<file path="config.mk">
export PLATFORM = sky130hd
export DESIGN_NAME = segmented_prime_sieve
export DESIGN_NICKNAME = d
export VERILOG_FILES = /design/src/sv/sps_pkg.sv /design/src/sv/segmented_prime_sieve.sv
export VERILOG_INCLUDE_DIRS = /design/src /design/src/sv
export SDC_FILE = /design/constraint.sdc
export NUM_CORES = 1
export LEC_CHECK = 0
export CAP_MARGIN = 40
export CORE_MARGIN = 1
export CORE_UTILIZATION = 40
export DETAILED_ROUTE_END_ITERATION = 10
export DONT_BUFFER_PORTS = 1
export GPL_ROUTABILITY_DRIVEN = 0
export MAX_ROUTING_LAYER = met4
export PLACE_DENSITY = 0.57
export SYNTH_ARGS = -nofsm -noshare
export SYNTH_HDL_FRONTEND = slang
export SYNTH_SLANG_ARGS = --single-unit
</file>
<file path="constraint.sdc">
create_clock -name i_clk -period 6.6 [get_ports i_clk]
set_input_delay 0.33 -clock i_clk [delete_from_list [all_inputs] [get_ports i_clk]]
set_output_delay 0.33 -clock i_clk [all_outputs]
set_load 0.03 [all_outputs]
</file>
<file path="src/sv/segmented_prime_sieve_macros.svh">
// ----------------------------------------------------------------------------
// Segmented prime sieve: assertion macros
// Concurrent assertion wrappers; define ASSERT_OFF to compile them out.
// ----------------------------------------------------------------------------
`ifndef SEGMENTED_PRIME_SIEVE_MACROS_SVH
`define SEGMENTED_PRIME_SIEVE_MACROS_SVH

`ifndef ASSERT_OFF

// Same-cycle implication under reset
`define SPS_ASSERT_IMP(lbl, clk, rst_n, ante, cons) \
    lbl: assert property (@(posedge clk) disable iff (!rst_n) (ante) |-> (cons)) \
        else $error("%m: assertion failed");

// Next-cycle implication under reset
`define SPS_ASSERT_NXT(lbl, clk, rst_n, ante, cons) \
    lbl: assert property (@(posedge clk) disable iff (!rst_n) (ante) |=> (cons)) \
        else $error("%m: assertion failed");

`else

`define SPS_ASSERT_IMP(lbl, clk, rst_n, ante, cons)
`define SPS_ASSERT_NXT(lbl, clk, rst_n, ante, cons)

`endif

`endif

</file>
<file path="src/sv/sps_pkg.sv">
// ----------------------------------------------------------------------------
// Segmented prime sieve package
// Widths, limits and item types shared by the sieve design.
// ----------------------------------------------------------------------------
package sps_pkg;

    // Value and window limits
    localparam int VALUE_BITS   = 20;
    localparam int SEGMENT_SIZE = 64;
    localparam int MASK_BITS    = 64;
    localparam int OFF_BITS     = $clog2(MASK_BITS);

    // Sieving base: up to sqrt of the largest value, plus one odd step
    localparam int BASE_BITS    = VALUE_BITS / 2 + 1;
    localparam int SQ_BITS      = 2 * BASE_BITS;
    localparam int DIV_CNT_BITS = $clog2(VALUE_BITS + 1);

    // Input item
    typedef struct packed {
        logic [VALUE_BITS-1:0] range_low;
        logic [VALUE_BITS-1:0] range_high;
    } t_sieve_in;

    // Result item
    typedef struct packed {
        logic [MASK_BITS-1:0] prime_mask;
        logic                 range_error;
    } t_sieve_out;

endpackage

</file>
<file path="src/sv/segmented_prime_sieve.sv">
// Flow: for a rejected window the result appears in the cycle after accept; otherwise
//   the sequencer sweeps each base with a square, a test, a bit-serial remainder pass,
//   a start and a marking pass over the multiples in the window. Bases are 2 and the
//   odd numbers up to sqrt(range_high).
// Throughput: one item at a time; the next item is taken once the result leaves.
// Reset: synchronous active-low i_rst_n returns the sequencer to idle, no result.
// ----------------------------------------------------------------------------
// Segmented prime sieve
// Marks the primes of a window of up to SEGMENT_SIZE integers by sweeping each
// base with one shared remainder step and one marking adder under a sequencer.
// ----------------------------------------------------------------------------
`include "segmented_prime_sieve_macros.svh"

module segmented_prime_sieve
    import sps_pkg::*;
(
    input  logic       i_clk,
    input  logic       i_rst_n,
    input  logic       i_valid,
    output logic       o_ready,
    input  t_sieve_in  i_item,
    output logic       o_valid,
    input  logic       i_ready,
    output t_sieve_out o_item
);

    typedef enum logic [6:0] {
        S_IDLE  = 7'b0000001,
        S_SQ    = 7'b0000010,
        S_TEST  = 7'b0000100,
        S_DIV   = 7'b0001000,
        S_START = 7'b0010000,
        S_MARK  = 7'b0100000,
        S_DONE  = 7'b1000000
    } t_state;

    t_state                  r_state, n_state;
    logic [VALUE_BITS-1:0]   r_lo, n_lo;
    logic [VALUE_BITS-1:0]   r_hi, n_hi;
    logic [MASK_BITS-1:0]    r_mask, n_mask;
    logic                    r_err, n_err;
    logic [BASE_BITS-1:0]    r_base, n_base;
    logic [SQ_BITS-1:0]      r_sq, n_sq;
    logic [BASE_BITS-1:0]    r_rem, n_rem;
    logic [VALUE_BITS-1:0]   r_dvd, n_dvd;
    logic [DIV_CNT_BITS-1:0] r_cnt, n_cnt;
    logic [SQ_BITS-1:0]      r_j, n_j;

    logic                    w_accept;
    logic [VALUE_BITS-1:0]   w_diff;
    logic                    w_bad;
    logic [MASK_BITS-1:0]    w_init_mask;
    logic [BASE_BITS-1:0]    w_rem_sh;
    logic [SQ_BITS-1:0]      w_first;
    logic [SQ_BITS-1:0]      w_hi_ext;
    logic [SQ_BITS-1:0]      w_off;

    assign o_ready  = (r_state == S_IDLE);
    assign o_valid  = (r_state == S_DONE);
    assign w_accept = i_valid && o_ready;

    // Window checks and initial mask of window width
    assign w_diff   = i_item.range_high - i_item.range_low;
    assign w_bad    = (i_item.range_high < i_item.range_low) ||
                      (w_diff >= VALUE_BITS'(SEGMENT_SIZE));
    always_comb begin
        w_init_mask = {MASK_BITS{1'b1}} >> (OFF_BITS'(MASK_BITS - 1) - w_diff[OFF_BITS-1:0]);
        // Zero and one are never prime
        if (i_item.range_low == '0) begin
            w_init_mask[1:0] = 2'b00;
        end else if (i_item.range_low == VALUE_BITS'(1)) begin
            w_init_mask[0] = 1'b0;
        end
    end

    // Shared step datapath
    assign w_rem_sh = {r_rem[BASE_BITS-2:0], r_dvd[VALUE_BITS-1]};
    assign w_first  = SQ_BITS'(r_lo) +
                      ((r_rem == '0) ? '0 : SQ_BITS'(r_base - r_rem));
    assign w_hi_ext = SQ_BITS'(r_hi);
    assign w_off    = r_j - SQ_BITS'(r_lo);

    // Sequencer
    always_comb begin
        n_state = r_state;
        n_lo    = r_lo;
        n_hi    = r_hi;
        n_mask  = r_mask;
        n_err   = r_err;
        n_base  = r_base;
        n_sq    = r_sq;
        n_rem   = r_rem;
        n_dvd   = r_dvd;
        n_cnt   = r_cnt;
        n_j     = r_j;
        unique case (r_state)
            S_IDLE: begin
                if (w_accept) begin
                    n_lo   = i_item.range_low;
                    n_hi   = i_item.range_high;
                    n_base = BASE_BITS'(2);
                    if (w_bad) begin
                        n_err   = 1'b1;
                        n_mask  = '0;
                        n_state = S_DONE;
                    end else begin
                        n_err   = 1'b0;
                        n_mask  = w_init_mask;
                        n_state = S_SQ;
                    end
                end
            end
            S_SQ: begin
                // Square of the current base
                n_sq    = SQ_BITS'(r_base) * SQ_BITS'(r_base);
                n_state = S_TEST;
            end
            S_TEST: begin
                if (r_sq > w_hi_ext) begin
                    n_state = S_DONE;
                end else begin
                    n_rem   = '0;
                    n_dvd   = r_lo;
                    n_cnt   = DIV_CNT_BITS'(VALUE_BITS);
                    n_state = S_DIV;
                end
            end
            S_DIV: begin
                // One restoring remainder step of low mod base
                n_rem   = (w_rem_sh >= r_base) ? (w_rem_sh - r_base) : w_rem_sh;
                n_dvd   = {r_dvd[VALUE_BITS-2:0], 1'b0};
                n_cnt   = r_cnt - DIV_CNT_BITS'(1);
                if (r_cnt == DIV_CNT_BITS'(1)) begin
                    n_state = S_START;
                end
            end
            S_START: begin
                // Start at the larger of the first multiple and the square
                n_j     = (w_first > r_sq) ? w_first : r_sq;
                n_state = S_MARK;
            end
            S_MARK: begin
                if (r_j > w_hi_ext) begin
                    // Advance: 2, then odd bases only
                    n_base  = (r_base == BASE_BITS'(2)) ? BASE_BITS'(3)
                                                        : r_base + BASE_BITS'(2);
                    n_state = S_SQ;
                end else begin
                    n_mask[w_off[OFF_BITS-1:0]] = 1'b0;
                    n_j = r_j + SQ_BITS'(r_base);
                end
            end
            S_DONE: begin
                if (i_ready) begin
                    n_state = S_IDLE;
                end
            end
            default: begin
                n_state = S_IDLE;
            end
        endcase
    end

    // Control state
    always_ff @(posedge i_clk) begin
        if (!i_rst_n) begin
            r_state <= S_IDLE;
        end else begin
            r_state <= n_state;
        end
    end

    // Datapath registers
    always_ff @(posedge i_clk) begin
        r_lo   <= n_lo;
        r_hi   <= n_hi;
        r_mask <= n_mask;
        r_err  <= n_err;
        r_base <= n_base;
        r_sq   <= n_sq;
        r_rem  <= n_rem;
        r_dvd  <= n_dvd;
        r_cnt  <= n_cnt;
        r_j    <= n_j;
    end

    assign o_item.prime_mask  = r_mask;
    assign o_item.range_error = r_err;

    // Checks
    `SPS_ASSERT_IMP(a_err_zero_mask, i_clk, i_rst_n, o_valid && r_err, r_mask == '0)
    `SPS_ASSERT_IMP(a_rem_below_base, i_clk, i_rst_n, r_state == S_DIV, r_rem < r_base)
    `SPS_ASSERT_IMP(a_mark_in_window, i_clk, i_rst_n, r_state == S_MARK, r_j >= SQ_BITS'(r_lo))
    `SPS_ASSERT_NXT(a_busy_after_accept, i_clk, i_rst_n, w_accept, !o_ready)

endmodule
</file>
Word level (Yosys, flattened, before mapping):

Cells that the tools add are included.

* bits of input ports: 44
* bits in registers: 203
* word-level logic and storage cells: 94
* output and inout port bits: 67

* order comparisons: 8
* $add $sub $neg: 9
* $mul: 1
* shifts and indexed selects: 1
* reduce and logical (&&, ||, !) cells: 14
* mux-type cells: 32
* equality and inequality tests: 16
* bitwise gates (word level): 2

Operator list (number)
* $mux W64: 3
* $pmux W64 S2: 1
* $mux W22: 3
* $and A64 B64 Y64: 1
* $not A64 Y64: 1
* $shr A64 B6 Y64 const A: 1
* $mux W11: 5
* $pmux W7 S7: 1
* $gt A22 B20 Y1: 2
* $pmux W11 S2: 2
* $pmux W22 S2: 1
* $mux W7: 6
* $pmux W20 S2: 1
* $add A20 B22 Y22: 1
* $add A22 B11 Y22: 1
* $gt A22 B22 Y1: 1
* $mul A11 B11 Y22: 1
* $eq A20 B1 Y1 const B: 1
* $ge A20 B7 Y1 const B: 1
* $logic_not A20 Y1: 1
* $lt A20 B20 Y1: 1
* $mux W20: 1
* $sub A20 B20 Y20: 1
* $sub A11 B11 Y12: 1
* 30 further kinds: 44

Longest topological paths before layout:

Gate-level depths: netlist of run 1.

* word-level depth: 9
* depth in mapped cells: 32
* mapped depth without buffers: 31

Least setup slack after synthesis of run 1:

OpenSTA, ideal clock, no wires.

* kind: reg2reg
* start point: register r_base[1]
* end point: register r_sq[21] (data pin)
* data required time: 6.327 ns
* path buffers: 1
* cell stages (with the launch flop): 21
* clock period less this slack: 6.230 ns
* slack: 0.370 ns
* setup time: 0.273 ns
* arrival: 5.957 ns
* cells stage by stage: edfxtp_1 -> clkbuf_1 -> clkinv_1 -> nor2_1 -> inv_1 -> fa_1 -> inv_1 -> fa_1 -> fa_1 -> fa_1 -> fa_1 -> ha_1 -> a21o_1 -> a21o_1 -> a21oi_1 -> o21ai_1 -> a21o_1 -> or2_1 -> and3_1 -> a2111oi_0 -> xnor2_1

* longest elaborated chain between the ends: 1

RTL lines
* from (decl): RTL line segmented_prime_sieve.sv:42 `logic [BASE_BITS-1:0] r_base, n_base;`
* from (signal assigned): RTL line segmented_prime_sieve.sv:179 `r_base <= n_base;`
* $mul A11 B11 Y22: RTL line segmented_prime_sieve.sv:115 `n_sq = SQ_BITS'(r_base) * SQ_BITS'(r_base);`
* to (signal assigned): RTL line segmented_prime_sieve.sv:180 `r_sq <= n_sq;`
* to (decl): RTL line segmented_prime_sieve.sv:43 `logic [SQ_BITS-1:0] r_sq, n_sq;`

Every way passes these cells.
A chain may end at the register's enable or synchronous reset.

Final worst setup path of run 1:

* start point: register r_base[0]
* end point: register r_j[17] (data pin)

* longest elaborated chain between the ends: 6
* elaborated cells between the ends (all ways): 8
* classes of those cells: add/sub (3); order compare (1); mux (4)

RTL lines
* $sub A11 B11 Y12: RTL line segmented_prime_sieve.sv:79 `((r_rem == '0) ? '0 : SQ_BITS'(r_base - r_rem));`
* $mux W22: RTL line segmented_prime_sieve.sv:79
* $add A20 B22 Y22: RTL line segmented_prime_sieve.sv:78 `assign w_first = SQ_BITS'(r_lo) +`
* $gt A22 B22 Y1: RTL line segmented_prime_sieve.sv:139 `n_j = (w_first > r_sq) ? w_first : r_sq;`
* $mux W22: RTL line segmented_prime_sieve.sv:139
* $pmux W22 S2 (*): RTL line segmented_prime_sieve.sv:96 `unique case (r_state)`
* net n_j[17]: RTL line segmented_prime_sieve.sv:47 `logic [SQ_BITS-1:0] r_j, n_j;`
* to (signal assigned): RTL line segmented_prime_sieve.sv:184 `r_j <= n_j;`
* to (decl): RTL line segmented_prime_sieve.sv:47

Mark *: on every way through the listed nets, which the timed path passes. The rest lies on a longest branch. The select of a mux whose other input is x is not followed.

==> metrics.cfg, run 1 <==
[clock_tree]
cts_buffers=24
clock_path_buffers=3
numClockSinks=202
cts_tree=done
path_clk_slew_ns=0.06
clk_latency_ns=0.54
htree_levels=1
root_buffer=clkbuf_16

[cells_and_area]
fill_cells=4165
diodes=0
seq_area_sq_mm=0.00600
design_area_sq_mm=0.0198
syn2layout_area_growth_pct=12.2
layout.nets=2184
multi_input_area_sq_mm=0.0108
layout-drive-gt1-share_pct=8.23
fin_cells=2481

[floorplan]
start_util_pct=40.8
dieArea_sq_mm=0.0449
row_count=76
coreArea_sq_mm=0.0433
fp.dieH_um=212
die_w_um=212
io_pins=111

[yosys]
netlist_area_sq_mm=0.0176
synth_edf_count=195
yosys.area_share.simple_pct=14.7
syn_inst=1824
synth_fa_ha_area_share_pct=21.5
synth_ff_type=edfxtp_1
synth.avg_cell_area_sq_um=9.67
synth_cell_types=73
synth_common_cells=edfxtp_1, ha_1, inv_1, nor2_1, nand2_1
synth_compound_area_share_pct=16.8
synthArstFlopShare_pct=0
yosysSeqAreaShare_pct=34.0
synth_top_family_by_area=adder cells
synthMuxAreaShare_pct=2.99
synth_area_leaders=edfxtp_1, ha_1, fa_1
yosysTopAreaCellShare_pct=33.2
synth_top_area_cell=edfxtp_1
ys_seq_elements=202
synth_nets=2130
yosysMostFrequentCell=edfxtp_1
synth_xor_area_share_pct=4.57
yosysWarnings=0

[placed_design]
placed_area_sq_mm=0.0186
dpl.cell_count=2395
io_buffers=0
dp_slack_ns=0.271
dp_hpwl_um=38200

[timing]
slew_headroom_pct=42.0
setup_viol=0
period_needed_ns=6.17
rsz0062_at_grt=no
clock_skew_ns=0.0117
drv_slew=0
tns_ns=0
tightestPinTransition_ns=0.862
hold_viol=0
max_freq_ghz=0.162
fin_crit_sh_pct=93.5
setup_ws_ns=0.427

[worst_setup_path]
cp-startpoint=r_base[0]$_SDFFCE_PN0P_
crit_required_ns=6.87
rrSetupSlack_ns=0.43
end_kind=flip-flop
critPathArrivalTime_ns=6.44
reg2reg_depth=31
start_kind=flip-flop
critical-path-max-stage-delay_ns=0.41
rr_startpoint=r_base[0]$_SDFFCE_PN0P_
critical_path_class=flip-flop to flip-flop
cp_max_fo=15
crit-reg2reg-capture=r_j[17]$_DFFE_PP_
cp_slowest_cell=ha_1
cp-endpoint=r_j[17]$_DFFE_PP_

[power]
p_leak_nw=8.54
irDropWorstVdd_v=0.000264
p_total_mw=6.27
pwr_density_cell_mw_per_mm2=317

[detailed_routing]
post-route-drc-count=0
routed_wl_um=50600
ant_nets=0
dr_total_vias=13963
drtPass1Iterations=5
initialDrtViolationCount=904
via_per_inst=5.63
avgRoutedWirePerCell_um=20.4

[global_route]
antenna_found_initial=0
overflow=0
grt_max_degree=66
grt_pass1_wl_um=79000
grt_pass1_vias=14180
grt_use_total_pct=23.2

[outcome]
status=completed

[hold_path]
hold_class=input pin to flip-flop

[run]
drv_cap=0

## worst min-delay path by stage
stage / startpoint / to / cells after the start
final: i_ready / r_state[6]$_SDFFE_PN0P_ / 3
after global routing: i_ready / r_state[6]$_SDFFE_PN0P_ / 3
after CTS: i_ready / r_state[6]$_SDFFE_PN0P_ / 3
after detailed placement: i_rst_n / r_state[0]$_SDFFE_PN1P_ / 1
after global placement: i_rst_n / r_state[0]$_SDFFE_PN1P_ / 1
after floorplan: i_rst_n / r_state[0]$_SDFFE_PN1P_ / 1
## registers in the layout, indices dropped and copies added (netlist names)
| name | cells |
|---|---|
| r_lo | 20 |
| r_cnt | 5 |
| r_base | 11 |
| r_state | 7 |
| r_rem | 11 |
| r_dvd | 20 |
| r_sq | 21 |
| r_err | 1 |
| r_hi | 20 |
| r_j | 22 |
| r_mask | 64 |
## repair_timing
item,4_1_cts,5_1_grt
endpoints found under the setup margin,0,23
hold buffers,42,0
gates resized for setup,0,10
buffers inserted,0,0
hold endpoints to repair,43,0
## kinds of logic (layout without fill, tap and decap cells)
kind of cell / after synthesis / count (layout)
compound gates: 448 / 448
xor+xnor: 92 / 92
fa+ha+maj: 262 / 262
buf+inv: 247 / 319
flops: 202 / 202
mux: 50 / 50
simple gates: 523 / 523
## final cells by class
class	count	area share [%]
clock buffer	27	3.20
clock inverter	17	0.708
inverter	193	3.66
multi-input combinational	1375	54.5
sequential	202	30.3
tap	585	3.70
timing repair buffer	82	3.93
## routing by layer
metal | up-vias | global-route usage [%] | share of wire (%)
met5 | - | - | 0
met4 | 0 | 6.07 | 2.6
met3 | 79 | 3.32 | 5.9
met2 | 380 | 36.9 | 46
met1 | 6808 | 31.0 | 45
li1 | 6696 | - | -
## metrics by stage
step                util [%]  hold WS (ns)
floorplan                  -         0.392
global placement        42.7         0.394
detailed placement      42.9         0.398
CTS                     45.6        0.0253
global route            45.7        0.0435
finish                  45.7        0.0469
## cell usage in the layout, fill, tap and decap left out, types with 36 or more instances in the layout
master         Yosys  layout
dlygate4sd3_1      0      42
edfxtp_1         195     195
nor2_1           143     142
nand2_1          132     132
xnor2_1           66      65
inv_1            186     186
ha_1             193     193
a21oi_1          105     101
a21o_1            47      47
fa_1              69      69
o211ai_1          36      36
o21ai_0          106     105
nand2b_1          36      36
## critical path: cells and delay by family, from the launching register on
kind	cells	cell delay (ns)
AO/OA/AOI/OAI	13	2.26
XOR/XNOR	2	0.32
adder cells (fa/ha/maj)	4	1.27
buffers and inverters	4	0.54
flip-flops	1	0.40
AND/OR/NAND/NOR	8	1.11
## power breakdown
group	switching, mW	internal [mW]
clock network	0.560	0.767
registers	0.199	1.65
logic	1.82	1.27
Note: power is estimated with default switching activity, not from simulation.
==> run 2: changes to the inputs <==
==> constraint.sdc (replaced) <==
create_clock -name i_clk -period 6.6 [get_ports i_clk]
set_input_delay 0.33 -clock i_clk [delete_from_list [all_inputs] [get_ports i_clk]]
set_output_delay 0.33 -clock i_clk [all_outputs]
set_load 0.1 [all_outputs]
==> metrics.cfg, run 2 (synthesis gave the netlist of run 1 again) <==
[outcome]
status=completed  ; unchanged

[power]
irDropWorstVdd_v=0.000230  ; was 0.000264 V
pwr_density_cell_mw_per_mm2=321  ; was 317 mW/mm^2
p_leak_nw=9.29  ; was 8.54 nW

[cells_and_area]
final_common_cell=edfxtp_1  ; unchanged
syn2layout_area_growth_pct=21.4  ; was 12.2%
layout_common_cells=edfxtp_1, ha_1, inv_1  ; unchanged
largest_register=r_mask  ; unchanged
seq_area_sq_mm=0.00600  ; unchanged
largest_register_ffs=64  ; unchanged
diodes=0  ; unchanged
multi_input_area_sq_mm=0.0108  ; about the same
reg_top3=r_mask x64, r_j x22, r_sq x21  ; unchanged
layout.nets=2255  ; was 2184
fill_cells=3956  ; was 4165
layout-drive-gt1-share_pct=11.6  ; was 8.23%
fin_cells=2550  ; was 2481

[timing]
tightestPinTransition_ns=0.896  ; was 0.862 ns
slew_headroom_pct=40.2  ; was 42.0%
setup_ws_ns=0.374  ; was 0.427 ns
fin_crit_sh_pct=94.3  ; was 93.5%
max_freq_ghz=0.161  ; was 0.162 GHz
drv_slew=0  ; unchanged
hold_viol=0  ; unchanged
clock_skew_ns=0.0118  ; was 0.0117 ns
setup_viol=0  ; unchanged
period_needed_ns=6.23  ; was 6.17 ns

[detailed_routing]
initialDrtViolationCount=1213  ; was 904
dr_total_vias=14454  ; was 13963
drtPass1Iterations=5  ; unchanged
post-route-drc-count=0  ; unchanged
via_per_inst=5.67  ; was 5.63
avgRoutedWirePerCell_um=20.3  ; was 20.4 um
ant_nets=0  ; unchanged
routed_wl_um=51800  ; was 50600 um

[floorplan]
fp.dieH_um=212  ; unchanged
coreArea_sq_mm=0.0433  ; unchanged
start_util_pct=40.8  ; unchanged
die_w_um=212  ; unchanged
dieArea_sq_mm=0.0449  ; unchanged
row_count=76  ; unchanged
io_pins=111  ; unchanged

[placed_design]
dp_hpwl_um=39400  ; was 38200 um
io_buffers=0  ; unchanged
dpl.cell_count=2461  ; was 2395
dp_slack_ns=0.198  ; was 0.271 ns

[run]
drv_cap=0  ; unchanged

[worst_setup_path]
critical-path-max-stage-delay_ns=0.54  ; was 0.41 ns
cp_max_fo=14  ; was 15
path_cells=ha_1 -> o21a_1 -> o31a_1 -> o211ai_1 -> a21oi_1 -> nor2_1 -> a211o_1 -> ha_1 -> or3_1 -> a311oi_2 -> a2111oi_0 -> buf_1 -> a211o_1 -> a31oi_1 -> o21bai_1 -> xor2_1 -> ha_1 -> nand2_1 -> nor4_1 -> a211oi_4 -> buf_4 -> and2_1 -> a21bo_2
cp_slowest_cell=edfxtp_1  ; was ha_1
critPathArrivalTime_ns=6.51  ; was 6.44 ns
critical_path_class=flip-flop to flip-flop  ; unchanged
crit_top_cell=ha_1
start_kind=flip-flop  ; unchanged
end_kind=flip-flop  ; unchanged
crit_required_ns=6.89  ; was 6.87 ns

[clock_tree]
clk_latency_ns=0.54  ; about the same
clock_path_buffers=3  ; unchanged
path_clk_slew_ns=0.06  ; about the same
htree_levels=1  ; unchanged
root_buffer=clkbuf_16  ; unchanged
numClockSinks=202  ; unchanged
cts_buffers=24  ; unchanged
cts_tree=done  ; unchanged

[global_route]
overflow=0  ; unchanged
grt_max_degree=66  ; unchanged
grt_pass1_wl_um=80900  ; was 79000 um
antenna_found_initial=0  ; unchanged
grt_use_total_pct=23.8  ; was 23.2%
grt_pass1_vias=14419  ; was 14180

[hold_path]
hold_class=input pin to flip-flop  ; unchanged

## run 2: cell types whose count changed in the layout (fill, tap and decap cells not counted), moves of 3 or more
cell / change
buf_8: +19
clkbuf_1: +3
clkinv_1: -3
buf_16: +47
buf_4: +4
## run 2: critical path, delay by kind of cell, from the launching register on
kind                       cells  cell delay, ns
AOI/OAI and AO/OA             12            2.54
and+or+nand+nor                5            1.27
adders and majority gates      3            1.07
DFF                            1            0.54
buffers and inverters          2            0.38
xor gates and xnor gates       1            0.18
## run 2: area by class of cell
type	instances	share of cell area, %
multi-input cells	1375	50.4
clock buffers	30	3.01
clock inverters	12	0.543
inverters	193	3.38
flip-flops and latches	202	28.0
well taps	585	3.42
repair buffers	153	11.3
## run 2: layer usage
| layer | GRT usage [%] | vias to the layer above | part of all wire, % |
|---|---|---|---|
| met1 | 31.7 | 7120 | 45 |
| met4 | 5.77 | 0 | 2.3 |
| met3 | 2.50 | 77 | 5.2 |
| met5 | - | - | 0 |
| met2 | 38.7 | 427 | 48 |
| li1 | - | 6830 | - |
## run 2: worst paths after layout
| path | startpoint | endpoint | slack [ns] | cells past startpoint |
|---|---|---|---|---|
| worst max-delay path | r_base[2]$_SDFFCE_PP0P_ | r_j[20]$_DFFE_PP_ | 0.37 | 23 |
| worst min-delay path | i_rst_n | r_state[4]$_SDFFE_PN0P_ | 0.13 | 4 |
| worst max register to register | r_base[2]$_SDFFCE_PP0P_ | r_j[20]$_DFFE_PP_ | 0.37 | 23 |
| worst min register to register | r_dvd[16]$_DFFE_PP_ | r_dvd[17]$_DFFE_PP_ | 0.55 | 1 |
## run 2: through the flow
step | utilization [%] | area, sq um | power [mW] | TNS [ns] | hold slack [ns]
global placement | 42.7 | 18500 | 5.16 | 0 | 0.395
finish | 49.5 | 21400 | 6.87 | 0 | 0.134
detailed placement | 46.6 | 20200 | 5.52 | 0 | 0.396
floorplan | - | 17600 | 4.42 | 0 | 0.392
CTS | 49.3 | 21300 | 6.89 | 0 | 0.109
global route | 49.5 | 21400 | 7.36 | -0.0107 | 0.167
## run 2: what timing repair did
action / in CTS / in global routing
hold buffers: 43 / 0
setup buffers: 0 / 4
gates resized for setup: 0 / 12
hold endpoints to repair: 43 / 0
setup endpoints to repair: 0 / 22
## run 2: power breakdown
group          internal, mW  switching, mW  leakage [nW]  total [mW]
logic                  1.52           2.25          7.01        3.78
clock network         0.769          0.556         0.363        1.32
registers              1.65          0.118          1.91        1.77
